--- src/rcv_pkg.sv ---
`default_nettype none

package rcv_pkg;

   localparam int CMD_W        = 64;
   localparam int COMBINER_W   = 56;
   localparam int ERR_FLAGS_W  = 11;
   localparam int ERR_COUNT_W  = 4;
   localparam int CMD_WORDS_W  = 5;
   localparam int TOTAL_OUT_W  = 16;
   localparam int TOTAL_WIDTH_DEFAULT = 16;

   localparam int OPCODE_LO = 56;
   localparam int OPCODE_HI = 61;

   localparam logic [5:0] OP_SET_OTHER_MODES = 6'h2F;
   localparam logic [5:0] OP_SET_COMBINE     = 6'h3C;
   localparam logic [5:0] OP_SET_SCISSOR     = 6'h2D;
   localparam logic [5:0] OP_TEX_RECT_FLIP   = 6'h25;
   localparam logic [5:0] OP_TEX_RECT        = 6'h24;
   localparam logic [5:0] OP_FILL_RECT       = 6'h36;
   localparam logic [5:0] OP_TRI_FIRST       = 6'h08;
   localparam logic [5:0] OP_TRI_Z           = 6'h09;
   localparam logic [5:0] OP_TRI_TEX         = 6'h0A;
   localparam logic [5:0] OP_TRI_TEX_Z       = 6'h0B;
   localparam logic [5:0] OP_TRI_SHADE       = 6'h0C;
   localparam logic [5:0] OP_TRI_SHADE_Z     = 6'h0D;
   localparam logic [5:0] OP_TRI_SHADE_TEX_Z = 6'h0F;
   localparam logic [5:0] OP_TRI_SHADE_TEX   = 6'h0E;

   localparam logic [1:0] CM_ONE_CYCLE = 2'd0;
   localparam logic [1:0] CM_TWO_CYCLE = 2'd1;

   localparam logic [2:0] SLOT_COMBINED = 3'd0;
   localparam logic [2:0] SLOT_TEX0     = 3'd1;
   localparam logic [2:0] SLOT_TEX1     = 3'd2;
   localparam logic [2:0] SLOT_SHADE    = 3'd4;

   localparam int ERR_MODE        = 0;
   localparam int ERR_NO_COMBINE  = 1;
   localparam int ERR_1C_COMBINED = 2;
   localparam int ERR_1C_TEX1     = 3;
   localparam int ERR_2C_COMBINED = 4;
   localparam int ERR_2C_TEX1     = 5;
   localparam int ERR_NO_SCISSOR  = 6;
   localparam int ERR_TEX0_UNTEX  = 7;
   localparam int ERR_TEX1_UNTEX  = 8;
   localparam int ERR_SHADE_FLAT  = 9;
   localparam int ERR_PERSP_NO_W  = 10;

   typedef struct packed {
      logic                  scissor_seen;
      logic                  mode_dirty;
      logic                  combine_seen;
      logic [1:0]            cycle_mode;
      logic                  perspective_on;
      logic [COMBINER_W-1:0] combiner_bits;
   } rcv_state_type;

   typedef struct packed {
      logic [ERR_FLAGS_W-1:0] error_flags;
      logic [ERR_COUNT_W-1:0] error_count;
      logic                   warning_count;
      logic [CMD_WORDS_W-1:0] command_words;
   } rcv_check_type;

   typedef struct packed {
      logic [3:0] rgb_minuend;
      logic [3:0] rgb_subtrahend;
      logic [4:0] rgb_mul;
      logic [2:0] rgb_add;
      logic [2:0] a_suba;
      logic [2:0] a_subb;
      logic [2:0] a_mul;
      logic [2:0] a_add;
   } rcv_slots_type;

   function automatic rcv_slots_type get_slots(input logic [COMBINER_W-1:0] c,
                                               input logic cyc);
      rcv_slots_type s;
      if (!cyc) begin
         s.rgb_minuend    = c[55:52];
         s.rgb_subtrahend = c[31:28];
         s.rgb_mul        = c[51:47];
         s.rgb_add        = c[17:15];
         s.a_suba         = c[46:44];
         s.a_subb         = c[14:12];
         s.a_mul          = c[43:41];
         s.a_add          = c[11:9];
      end else begin
         s.rgb_minuend    = c[40:37];
         s.rgb_subtrahend = c[27:24];
         s.rgb_mul        = c[36:32];
         s.rgb_add        = c[8:6];
         s.a_suba         = c[23:21];
         s.a_subb         = c[5:3];
         s.a_mul          = c[20:18];
         s.a_add          = c[2:0];
      end
      return s;
   endfunction

   function automatic logic slot_uses(input rcv_slots_type s, input logic [2:0] v);
      return (s.rgb_minuend == 4'(v)) || (s.rgb_subtrahend == 4'(v)) ||
             (s.rgb_mul == 5'(v)) || (s.rgb_add == v) ||
             (s.a_suba == v) || (s.a_subb == v) ||
             (s.a_mul == v) || (s.a_add == v);
   endfunction

   function automatic logic [CMD_WORDS_W-1:0] cmd_words(input logic [5:0] op);
      logic [CMD_WORDS_W-1:0] n;
      case (op)
         OP_TEX_RECT, OP_TEX_RECT_FLIP:  n = 5'd2;
         OP_TRI_FIRST:                   n = 5'd4;
         OP_TRI_Z:                       n = 5'd6;
         OP_TRI_TEX, OP_TRI_SHADE:       n = 5'd12;
         OP_TRI_TEX_Z, OP_TRI_SHADE_Z:   n = 5'd14;
         OP_TRI_SHADE_TEX:               n = 5'd20;
         OP_TRI_SHADE_TEX_Z:             n = 5'd22;
         default:                        n = 5'd1;
      endcase
      return n;
   endfunction

endpackage

`default_nettype wire

--- src/rcv_if.sv ---
`default_nettype none

interface rcv_req_if;
   logic                     valid;
   logic                     ready;
   logic [rcv_pkg::CMD_W-1:0] command_word;

   modport source (output valid, output command_word, input ready);
   modport sink   (input valid, input command_word, output ready);
endinterface

interface rcv_rsp_if;
   logic                             valid;
   logic                             ready;
   logic [rcv_pkg::ERR_FLAGS_W-1:0]  error_flags;
   logic [rcv_pkg::ERR_COUNT_W-1:0]  error_count;
   logic                             warning_count;
   logic [rcv_pkg::CMD_WORDS_W-1:0]  command_words;
   logic [rcv_pkg::TOTAL_OUT_W-1:0]  total_errors;
   logic [rcv_pkg::TOTAL_OUT_W-1:0]  total_warnings;

   modport source (output valid, output error_flags, output error_count,
                   output warning_count, output command_words,
                   output total_errors, output total_warnings, input ready);
   modport sink   (input valid, input error_flags, input error_count,
                   input warning_count, input command_words,
                   input total_errors, input total_warnings, output ready);
endinterface

`default_nettype wire

--- src/rcv_checker.sv ---
`default_nettype none

module rcv_checker (
   input  wire logic [rcv_pkg::CMD_W-1:0] command_word,
   input  wire rcv_pkg::rcv_state_type    state,
   output rcv_pkg::rcv_state_type         state_next,
   output rcv_pkg::rcv_check_type         check
);
   import rcv_pkg::*;

   logic [5:0]             op;
   logic                   is_tri, is_rect, is_draw;
   logic                   colors, tex, z;
   logic                   copy_fill;
   logic                   lazy_run;
   rcv_slots_type          c0, c1;
   logic                   c0_active;
   logic [ERR_FLAGS_W-1:0] flags;
   logic                   warn;
   logic                   t0_c0, t0_c1, t1_c0, t1_c1, sh_c0, sh_c1;

   assign op        = command_word[OPCODE_HI:OPCODE_LO];
   assign is_tri    = (op[5:3] == OP_TRI_FIRST[5:3]);
   assign is_rect   = (op == OP_TEX_RECT) || (op == OP_TEX_RECT_FLIP) || (op == OP_FILL_RECT);
   assign is_draw   = is_tri || is_rect;
   assign colors    = is_tri && op[2];
   assign tex       = is_tri ? op[1] : (op != OP_FILL_RECT);
   assign z         = is_tri && op[0];
   assign copy_fill = state.cycle_mode[1];
   assign lazy_run  = is_draw && state.mode_dirty && !copy_fill;
   assign c0        = get_slots(state.combiner_bits, 1'b0);
   assign c1        = get_slots(state.combiner_bits, 1'b1);
   assign c0_active = (state.cycle_mode == CM_TWO_CYCLE);

   // per-cycle slot checks, only meaningful outside copy/fill mode
   always_comb begin
      t0_c0 = is_draw && !copy_fill && !tex && c0_active && slot_uses(c0, SLOT_TEX0);
      t0_c1 = is_draw && !copy_fill && !tex && slot_uses(c1, SLOT_TEX0);
      t1_c0 = is_draw && !copy_fill && !tex && c0_active && slot_uses(c0, SLOT_TEX1);
      t1_c1 = is_draw && !copy_fill && !tex && slot_uses(c1, SLOT_TEX1);
      sh_c0 = is_draw && !copy_fill && !colors && c0_active && slot_uses(c0, SLOT_SHADE);
      sh_c1 = is_draw && !copy_fill && !colors && slot_uses(c1, SLOT_SHADE);
   end

   always_comb begin
      flags = '0;
      warn  = 1'b0;
      flags[ERR_MODE] = copy_fill && (is_tri || (op == OP_TEX_RECT_FLIP));
      if (lazy_run) begin
         if (!state.combine_seen) begin
            flags[ERR_NO_COMBINE] = 1'b1;
         end else if (state.cycle_mode == CM_ONE_CYCLE) begin
            warn = (c0 != c1);
            flags[ERR_1C_COMBINED] = slot_uses(c1, SLOT_COMBINED);
            flags[ERR_1C_TEX1]     = slot_uses(c1, SLOT_TEX1);
         end else begin
            flags[ERR_2C_COMBINED] = slot_uses(c0, SLOT_COMBINED);
            flags[ERR_2C_TEX1]     = slot_uses(c1, SLOT_TEX1);
         end
      end
      flags[ERR_NO_SCISSOR] = is_draw && !state.scissor_seen;
      flags[ERR_TEX0_UNTEX] = t0_c0 || t0_c1;
      flags[ERR_TEX1_UNTEX] = t1_c0 || t1_c1;
      flags[ERR_SHADE_FLAT] = sh_c0 || sh_c1;
      flags[ERR_PERSP_NO_W] = is_draw && !copy_fill && tex && !z && state.perspective_on;
   end

   always_comb begin
      check.error_flags   = flags;
      check.warning_count = warn;
      check.command_words = cmd_words(op);
      check.error_count   = 4'(flags[ERR_MODE]) + 4'(flags[ERR_NO_COMBINE]) +
                            4'(flags[ERR_1C_COMBINED]) + 4'(flags[ERR_1C_TEX1]) +
                            4'(flags[ERR_2C_COMBINED]) + 4'(flags[ERR_2C_TEX1]) +
                            4'(flags[ERR_NO_SCISSOR]) + 4'(flags[ERR_PERSP_NO_W]) +
                            4'(t0_c0) + 4'(t0_c1) + 4'(t1_c0) + 4'(t1_c1) +
                            4'(sh_c0) + 4'(sh_c1);
   end

   always_comb begin
      state_next = state;
      case (op)
         OP_SET_OTHER_MODES: begin
            state_next.cycle_mode     = command_word[53:52];
            state_next.perspective_on = command_word[51];
            state_next.mode_dirty     = 1'b1;
         end
         OP_SET_COMBINE: begin
            state_next.combiner_bits = command_word[COMBINER_W-1:0];
            state_next.combine_seen  = 1'b1;
            state_next.mode_dirty    = 1'b1;
         end
         OP_SET_SCISSOR: begin
            state_next.scissor_seen = 1'b1;
         end
         default: begin
            // the lazy check runs at most once per mode or combine change
            if (is_draw) begin
               state_next.mode_dirty = 1'b0;
            end
         end
      endcase
   end

endmodule

`default_nettype wire

--- src/rcv_totals.sv ---
`default_nettype none

module rcv_totals #(
   parameter int TOTAL_WIDTH = rcv_pkg::TOTAL_WIDTH_DEFAULT
) (
   input  wire logic                             clock,
   input  wire logic                             reset,
   input  wire logic                             advance,
   input  wire logic [rcv_pkg::ERR_COUNT_W-1:0]  error_count,
   input  wire logic                             warning_count,
   output logic      [rcv_pkg::TOTAL_OUT_W-1:0]  total_errors_next,
   output logic      [rcv_pkg::TOTAL_OUT_W-1:0]  total_warnings_next
);
   import rcv_pkg::*;

   localparam int ViewW = (TOTAL_WIDTH < TOTAL_OUT_W) ? TOTAL_WIDTH : TOTAL_OUT_W;

   logic [TOTAL_WIDTH-1:0] err_total_ff, err_total_in;
   logic [TOTAL_WIDTH-1:0] warn_total_ff, warn_total_in;
   logic [TOTAL_WIDTH:0]   err_sum, warn_sum;

   assign err_sum  = {1'b0, err_total_ff} + (TOTAL_WIDTH + 1)'(error_count);
   assign warn_sum = {1'b0, warn_total_ff} + (TOTAL_WIDTH + 1)'(warning_count);

   // saturate on carry out
   assign err_total_in  = err_sum[TOTAL_WIDTH] ? '1 : err_sum[TOTAL_WIDTH-1:0];
   assign warn_total_in = warn_sum[TOTAL_WIDTH] ? '1 : warn_sum[TOTAL_WIDTH-1:0];

   assign total_errors_next   = TOTAL_OUT_W'(err_total_in[ViewW-1:0]);
   assign total_warnings_next = TOTAL_OUT_W'(warn_total_in[ViewW-1:0]);

   always_ff @(posedge clock) begin
      if (reset) begin
         err_total_ff  <= '0;
         warn_total_ff <= '0;
      end else if (advance) begin
         err_total_ff  <= err_total_in;
         warn_total_ff <= warn_total_in;
      end
   end

endmodule

`default_nettype wire

--- src/render_command_validator.sv ---
`default_nettype none
// Commands pass through an input register, then an output register for results.
// Throughput: one item per cycle while the response side is ready; the input
// register refills while a result waits in the output register, and the state
// update for one command is combinational compares ahead of the next.
// Reset (synchronous) clears the tracked mode, combiner, scissor state and totals.

module render_command_validator #(
   parameter int TOTAL_WIDTH = rcv_pkg::TOTAL_WIDTH_DEFAULT
) (
   input  wire logic clock,
   input  wire logic reset,
   rcv_req_if.sink   req_ch,
   rcv_rsp_if.source rsp_ch
);
   import rcv_pkg::*;

   logic               in_valid_ff, in_valid_in;
   logic [CMD_W-1:0]   cmd_ff;
   logic               out_valid_ff, out_valid_in;
   logic               advance;
   rcv_state_type      state_ff, state_in;
   rcv_check_type      check;
   rcv_check_type      check_ff;
   logic [TOTAL_OUT_W-1:0] err_total_next, warn_total_next;
   logic [TOTAL_OUT_W-1:0] err_total_ff, warn_total_ff;

   assign advance      = in_valid_ff && (!out_valid_ff || rsp_ch.ready);
   assign req_ch.ready = !in_valid_ff || advance;
   assign in_valid_in  = (req_ch.valid && req_ch.ready) || (in_valid_ff && !advance);
   assign out_valid_in = advance || (out_valid_ff && !rsp_ch.ready);

   rcv_checker u_checker (
      .command_word (cmd_ff),
      .state        (state_ff),
      .state_next   (state_in),
      .check        (check)
   );

   rcv_totals #(
      .TOTAL_WIDTH (TOTAL_WIDTH)
   ) u_totals (
      .clock               (clock),
      .reset               (reset),
      .advance             (advance),
      .error_count         (check.error_count),
      .warning_count       (check.warning_count),
      .total_errors_next   (err_total_next),
      .total_warnings_next (warn_total_next)
   );

   always_ff @(posedge clock) begin
      if (reset) begin
         in_valid_ff  <= 1'b0;
         out_valid_ff <= 1'b0;
         state_ff     <= '0;
      end else begin
         in_valid_ff  <= in_valid_in;
         out_valid_ff <= out_valid_in;
         if (advance) begin
            state_ff <= state_in;
         end
      end
   end

   always_ff @(posedge clock) begin
      if (req_ch.valid && req_ch.ready) begin
         cmd_ff <= req_ch.command_word;
      end
      if (advance) begin
         check_ff      <= check;
         err_total_ff  <= err_total_next;
         warn_total_ff <= warn_total_next;
      end
   end

   assign rsp_ch.valid          = out_valid_ff;
   assign rsp_ch.error_flags    = check_ff.error_flags;
   assign rsp_ch.error_count    = check_ff.error_count;
   assign rsp_ch.warning_count  = check_ff.warning_count;
   assign rsp_ch.command_words  = check_ff.command_words;
   assign rsp_ch.total_errors   = err_total_ff;
   assign rsp_ch.total_warnings = warn_total_ff;

endmodule

`default_nettype wire

--- src/flat_wrapper.sv ---
// flat-port wrapper written by rule: the top's interface ports become plain ports
module render_command_validator_flat import rcv_pkg::*;
#(
   parameter int TOTAL_WIDTH = rcv_pkg::TOTAL_WIDTH_DEFAULT
)
  (clock, reset, req_ch_valid, req_ch_command_word, req_ch_ready, rsp_ch_valid, rsp_ch_error_flags, rsp_ch_error_count, rsp_ch_warning_count, rsp_ch_command_words, rsp_ch_total_errors, rsp_ch_total_warnings, rsp_ch_ready);
  rcv_req_if req_ch_i ();
  rcv_rsp_if rsp_ch_i ();
  input  wire logic clock;
  input  wire logic reset;
  input wire logic [$bits(req_ch_i.valid)-1:0] req_ch_valid;
  input wire logic [$bits(req_ch_i.command_word)-1:0] req_ch_command_word;
  output wire logic [$bits(req_ch_i.ready)-1:0] req_ch_ready;
  output wire logic [$bits(rsp_ch_i.valid)-1:0] rsp_ch_valid;
  output wire logic [$bits(rsp_ch_i.error_flags)-1:0] rsp_ch_error_flags;
  output wire logic [$bits(rsp_ch_i.error_count)-1:0] rsp_ch_error_count;
  output wire logic [$bits(rsp_ch_i.warning_count)-1:0] rsp_ch_warning_count;
  output wire logic [$bits(rsp_ch_i.command_words)-1:0] rsp_ch_command_words;
  output wire logic [$bits(rsp_ch_i.total_errors)-1:0] rsp_ch_total_errors;
  output wire logic [$bits(rsp_ch_i.total_warnings)-1:0] rsp_ch_total_warnings;
  input wire logic [$bits(rsp_ch_i.ready)-1:0] rsp_ch_ready;
  assign req_ch_i.valid = req_ch_valid;
  assign req_ch_i.command_word = req_ch_command_word;
  assign req_ch_ready = req_ch_i.ready;
  assign rsp_ch_valid = rsp_ch_i.valid;
  assign rsp_ch_error_flags = rsp_ch_i.error_flags;
  assign rsp_ch_error_count = rsp_ch_i.error_count;
  assign rsp_ch_warning_count = rsp_ch_i.warning_count;
  assign rsp_ch_command_words = rsp_ch_i.command_words;
  assign rsp_ch_total_errors = rsp_ch_i.total_errors;
  assign rsp_ch_total_warnings = rsp_ch_i.total_warnings;
  assign rsp_ch_i.ready = rsp_ch_ready;
  render_command_validator #(.TOTAL_WIDTH(TOTAL_WIDTH)) u_core (.clock(clock), .reset(reset), .req_ch(req_ch_i), .rsp_ch(rsp_ch_i));
endmodule
--- config.mk ---
export PLATFORM = sky130hd
export DESIGN_NAME = render_command_validator_flat
export DESIGN_NICKNAME = d
export VERILOG_FILES = /design/src/rcv_pkg.sv /design/src/rcv_if.sv /design/src/rcv_checker.sv /design/src/rcv_totals.sv /design/src/render_command_validator.sv /design/src/flat_wrapper.sv
export SDC_FILE = /design/constraint.sdc
export NUM_CORES = 1
export LEC_CHECK = 0
export BUFFER_PORTS_ARGS = -buffer_cell sky130_fd_sc_hd__buf_2
export CORE_UTILIZATION = 45
export CTS_BUF_LIST = sky130_fd_sc_hd__clkbuf_2
export DETAILED_ROUTE_END_ITERATION = 6
export PLACE_DENSITY = 0.66
export SYNTH_ARGS = -nofsm -noshare
export SYNTH_HDL_FRONTEND = slang
export SYNTH_HIERARCHICAL = 1
export SYNTH_SLANG_ARGS = --single-unit
--- constraint.sdc ---
create_clock -name clock -period 6 [get_ports clock]
set_clock_uncertainty 0.2 [all_clocks]
set_input_delay 0 -clock clock [delete_from_list [all_inputs] [get_ports clock]]
set_output_delay 0 -clock clock [all_outputs]
set_load 0.02 [all_outputs]
* Word level (Yosys, flattened, before mapping)
Cells that the tools add are included.
Storage, ports and cells: register bits 211, input bits 68, output and inout bits 55, word-level logic and storage cells 239
Cells by class: add/sub/neg operators 15, equal/unequal tests 66, multiplexer cells 14, bitwise logic cells 1, reduce and logical (&&, ||, !) cells 126
Operator list (number):
- $logic_or 1x1->1 | 67
- $eq 6x4->1 const B | 8
- $add 4x1->4 | 10
- $eq 6x6->1 const B | 6
- $pmux 5 s7 | 1
- $eq 3x1->1 const B | 11
- $mux 16 | 2
- $eq 3x2->1 const B | 10
- $eq 3x3->1 const B | 10
- $logic_not 3->1 | 10
- $ne 28x28->1 | 1
- $logic_and 1x1->1 | 24
- $add 16x1->17 | 1
- $add 16x4->17 | 1
- $eq 4x1->1 const B | 4
- $eq 4x2->1 const B | 4
- $eq 4x3->1 const B | 4
- $logic_not 4->1 | 4
- $eq 5x1->1 const B | 2
- $eq 5x2->1 const B | 2
- $eq 5x3->1 const B | 2
- $logic_not 5->1 | 2
- $logic_not 1->1 | 9
- $reduce_or 2->1 | 4
- other kinds (15) | 23

* Depth between registers and ports, before layout
word-level depth 26, mapped depth 21, mapped depth without buffers 20

* Cells and area by module
Netlist, hierarchy kept.
By module, submodules not included:
- render_command_validator | times used 1, cells each 396, area an instance 6444.9 um^2, seq. area each 4794.6 um^2
- rcv_totals | times used 1, cells each 289, area an instance 2278.4 um^2, seq. area each 640.6 um^2
- rcv_checker | times used 1, cells each 285, area an instance 2229.6 um^2, seq. area each 0.0 um^2

* Worst setup path before layout
No wires, ideal clock.
kind reg-to-reg, start register u_core.cmd_ff[56], end register u_core.err_total_ff[8] (netlist: u_core/rsp_ch.total_errors[8]), data pin, setup time 0.256 ns, data arrival time 5.900 ns, required time 5.544 ns, path slack -0.356 ns, cell stages (with the launch flop) 22, path buffers 1, clock period less this slack 6.356 ns, path through edfxtp_1 nand2b_1 or4b_4 and2_4 or4_4 nor2b_1 fa_1 inv_1 fa_1 fa_1 fa_1 inv_1 ha_1 inv_1 fa_1 xnor2_1 ha_1 nand3_1 a21oi_2 buf_2 nand3_1 a22o_1
RTL lines:
- start: declaration | line render_command_validator.sv:19 | logic [CMD_W-1:0] cmd_ff;
- start signal: assignment | line render_command_validator.sv:68 | cmd_ff <= req_ch.command_word;
- end signal: assignment | line render_command_validator.sv:72 | err_total_ff <= err_total_next;
- end: declaration | line render_command_validator.sv:26 | logic [TOTAL_OUT_W-1:0] err_total_ff, warn_total_ff;

==> impl_metrics.ini <==
[detailed_routing]
route.detailed.drc = 0
firstDrtPassIters = 5
totalWireLength_um = 26900
ant_nets = 0
via_per_inst = 5.27
vias = 8815
wl_per_cell_um = 16.1
drt_iter0_markers = 528

[sta]
setup_ws_ns = -0.0307
relSlewSlack_pct = 14.1
hold_violations = 0
setup_viol = 8
finalCriticalPeriod_ns = 6.03
post-route-period-util_pct = 101
drv_slew = 0
tightestPinTransition_ns = 1.29
rsz0062_at_grt = true
totalNegativeSetupSlack_ns = -0.123
fmax_mhz = 166

[floorplan]
core-area_um2 = 23600
dieArea_um2 = 24800
die_w_um = 158
start_util_pct = 46.1
die_h_um = 158
ios = 123
rows = 56

[pwr]
seqPwrFrac_pct = 56.1
net-switching-power_mw = 0.726
leakage_nw = 5.49
p_int_mw = 2.11
p_per_area_nw_per_um2 = 199
combPwrFrac_pct = 9.0
ir_drop_uv = 131
switching_share_pct = 25.6
clockPowerShare_pct = 34.9

[final_layout]
final_area_um2 = 14300
fin_nets = 1392
layout-drive-gt1-share_pct = 30.1
fill_cells = 1988
multi_input_area_um2 = 5370
register_area_um2 = 5380
area_growth_pct = 30.9

[placement]
dpl.hpwl_um = 16800
dpl-instance-area_um2 = 12100
place_ws_ns = -0.222
routabilityCongestion = 0.882
port_buffers = 120

[clock_network]
cts_tree = yes
clock_latency_ns = 0.80
cts_max_path_buffers = 3
cts_made_buffers = 57
cts_num_sinks = 211
htreeDepth = 2
clock-root-buffer = clkbuf_2
clk_pin_slew_ns = 0.11

[global_routing]
grt_max_degree = 155
grt.busiest_layer = met2
antenna_found_initial = 1
grt_pass1_vias = 8698
grt_pass1_wl_um = 43300
grt_use_met2_pct = 35.3
grt_util_met1_pct = 30.3
grt.overflow.total = 0
grtUsageTotal_pct = 22.0
grt_use_met3_pct = 4.08

[critical_path]
worst-setup-path-type = reg -> reg
r2r_cells = 21
cp.required_ns = 6.36
critPathCaptureType = flop
rr_startpoint = u_core/cmd_ff[56]
startpoint_type = flop
crit_buf_inv = 4
path_cells = nand2b_4 > or4b_4 > and2_4 > or4_4 > nor2b_4 > fa_1 > inv_1 > fa_1 > fa_1 > fa_1 > inv_1 > ha_2 > inv_2 > fa_1 > xnor2_2 > ha_4 > nand3_4 > buf_4 > a211oi_1 > xnor2_1 > nand2_1
crit_family = adder cells
crit_path_top_delay_cell = fa_1
path_max_fanout = 5
crit_path_max_incr_delay_ns = 0.51
critPathArrivalTime_ns = 6.39
regToRegEndpoint = u_core/rsp_ch.total_errors[10]
path_depth = 21
cp_common_cell = fa_1
r2r_slack_ns = -0.03

[status]
failed_checks = setup timing
status = finished, violations left

[logic_synthesis]
yosys_warnings = 6
synthCells = 968
postSynthAreaPerCell_um2 = 11.3
netlist_area_um2 = 10900
synth_nets = 1056

[hold_path]
hp-class = in -> reg
hp-start = req_ch_command_word[38]
min_to = u_core/cmd_ff[38]
hold_depth = 3

[job]
drv_cap = 0
==> placed cells by master (no fill, tap or decap), types with 22 or more instances in the layout <==
cell type,count
buf_4,66
inv_1,27
a31oi_1,24
a21oi_1,22
mux2_2,59
clkbuf_2,92
xnor2_1,37
nand2_1,26
dfxtp_1,96
nor2_1,53
dlygate4sd3_1,131
edfxtp_1,115
nand2b_1,128
buf_2,119
nor3_1,31
mux2i_1,62
==> flip-flops by register name, summed over array words and instances, names as in the netlist, 4 cells and up <==
| register | flops |
|---|---|
| u_core/cmd_ff | 62 |
| u_core/state_ff | 62 |
| u_core/rsp_ch.total_errors | 16 |
| u_core/rsp_ch.total_warnings | 16 |
| u_core/u_totals/err_total_ff | 16 |
| u_core/u_totals/warn_total_ff | 16 |
| u_core/rsp_ch.error_flags | 11 |
| u_core/rsp_ch.command_words | 5 |
| u_core/rsp_ch.error_count | 4 |
==> worst reg2reg max path: stages (launching register included) <==
cell      delay (ns)
edfxtp_1        0.40
nand2b_4        0.16
or4b_4          0.49
and2_4          0.19
or4_4           0.44
nor2b_4         0.14
fa_1            0.43
inv_1           0.08
fa_1            0.42
fa_1            0.51
fa_1            0.41
inv_1           0.07
ha_2            0.18
inv_2           0.04
fa_1            0.39
xnor2_2         0.18
ha_4            0.31
nand3_4         0.11
buf_4           0.18
a211oi_1        0.27
xnor2_1         0.17
nand2_1         0.07
==> power by group through the flow <==
stage / Combinational [mW] / Clock, mW / Sequential, mW
finish: 0.255 / 0.990 / 1.59
global route: 0.277 / 1.11 / 1.59
CTS: 0.251 / 1.03 / 1.59
detailed placement: 0.182 / 0 / 1.62
global placement: 0.180 / 0 / 1.62
floorplan: 0.103 / 0 / 1.64
==> cell type report <==
class | count | area share (%)
Inverter | 29 | 0.764
Antenna cell | 3 | 0.0527
Clock buffer | 92 | 3.23
Multi-Input combinational cell | 683 | 37.7
Sequential cell | 211 | 37.7
Clock inverter | 13 | 0.351
Timing Repair Buffer | 322 | 17.4
Tap cell | 319 | 2.80
==> metal layers <==
metal / share of wire, % / vias up
met3: 5.6 / 46
met4: 1.7 / 0
li1: - / 4286
met2: 46 / 286
met1: 46 / 4197
met5: 0 / -
==> worst max path at each step <==
stage / start / to / slack, ns
6_report: u_core/cmd_ff[56] / u_core/rsp_ch.total_errors[10] / -0.03
5_1_grt: u_core/cmd_ff[56] / u_core/rsp_ch.total_errors[10] / -0.27
4_1_cts: u_core/cmd_ff[56] / u_core/rsp_ch.total_errors[8] / 0.004
3_5_place_dp: u_core/cmd_ff[56] / u_core/u_totals/err_total_ff[3] / -0.22
3_3_place_gp: u_core/cmd_ff[56] / u_core/u_totals/err_total_ff[2] / -0.11
2_1_floorplan: u_core/cmd_ff[56] / u_core/rsp_ch.total_errors[8] / -0.009
==> metrics by stage <==
step                total power, mW  utilization, %  std cells  hold WS, ns
floorplan                      1.74               -        968       -0.101
global placement               1.80            51.3       1422      -0.0235
detailed placement             1.80            51.3       1422      -0.0219
CTS                            2.88            59.8       1668        0.129
global route                   2.98            60.4       1672        0.179
finish                         2.83            60.4       1672        0.239
==> timing repair <==
action | in CTS | in global routing
endpoints found under the setup margin | 32 | 32
gates resized for setup | 19 | 21
gates cloned | 2 | 0
hold buffers | 131 | 0
hold endpoints to repair | 186 | 0
pin swaps | 6 | 13
setup buffers | 9 | 1
Note: power is estimated with default switching activity, not from simulation.
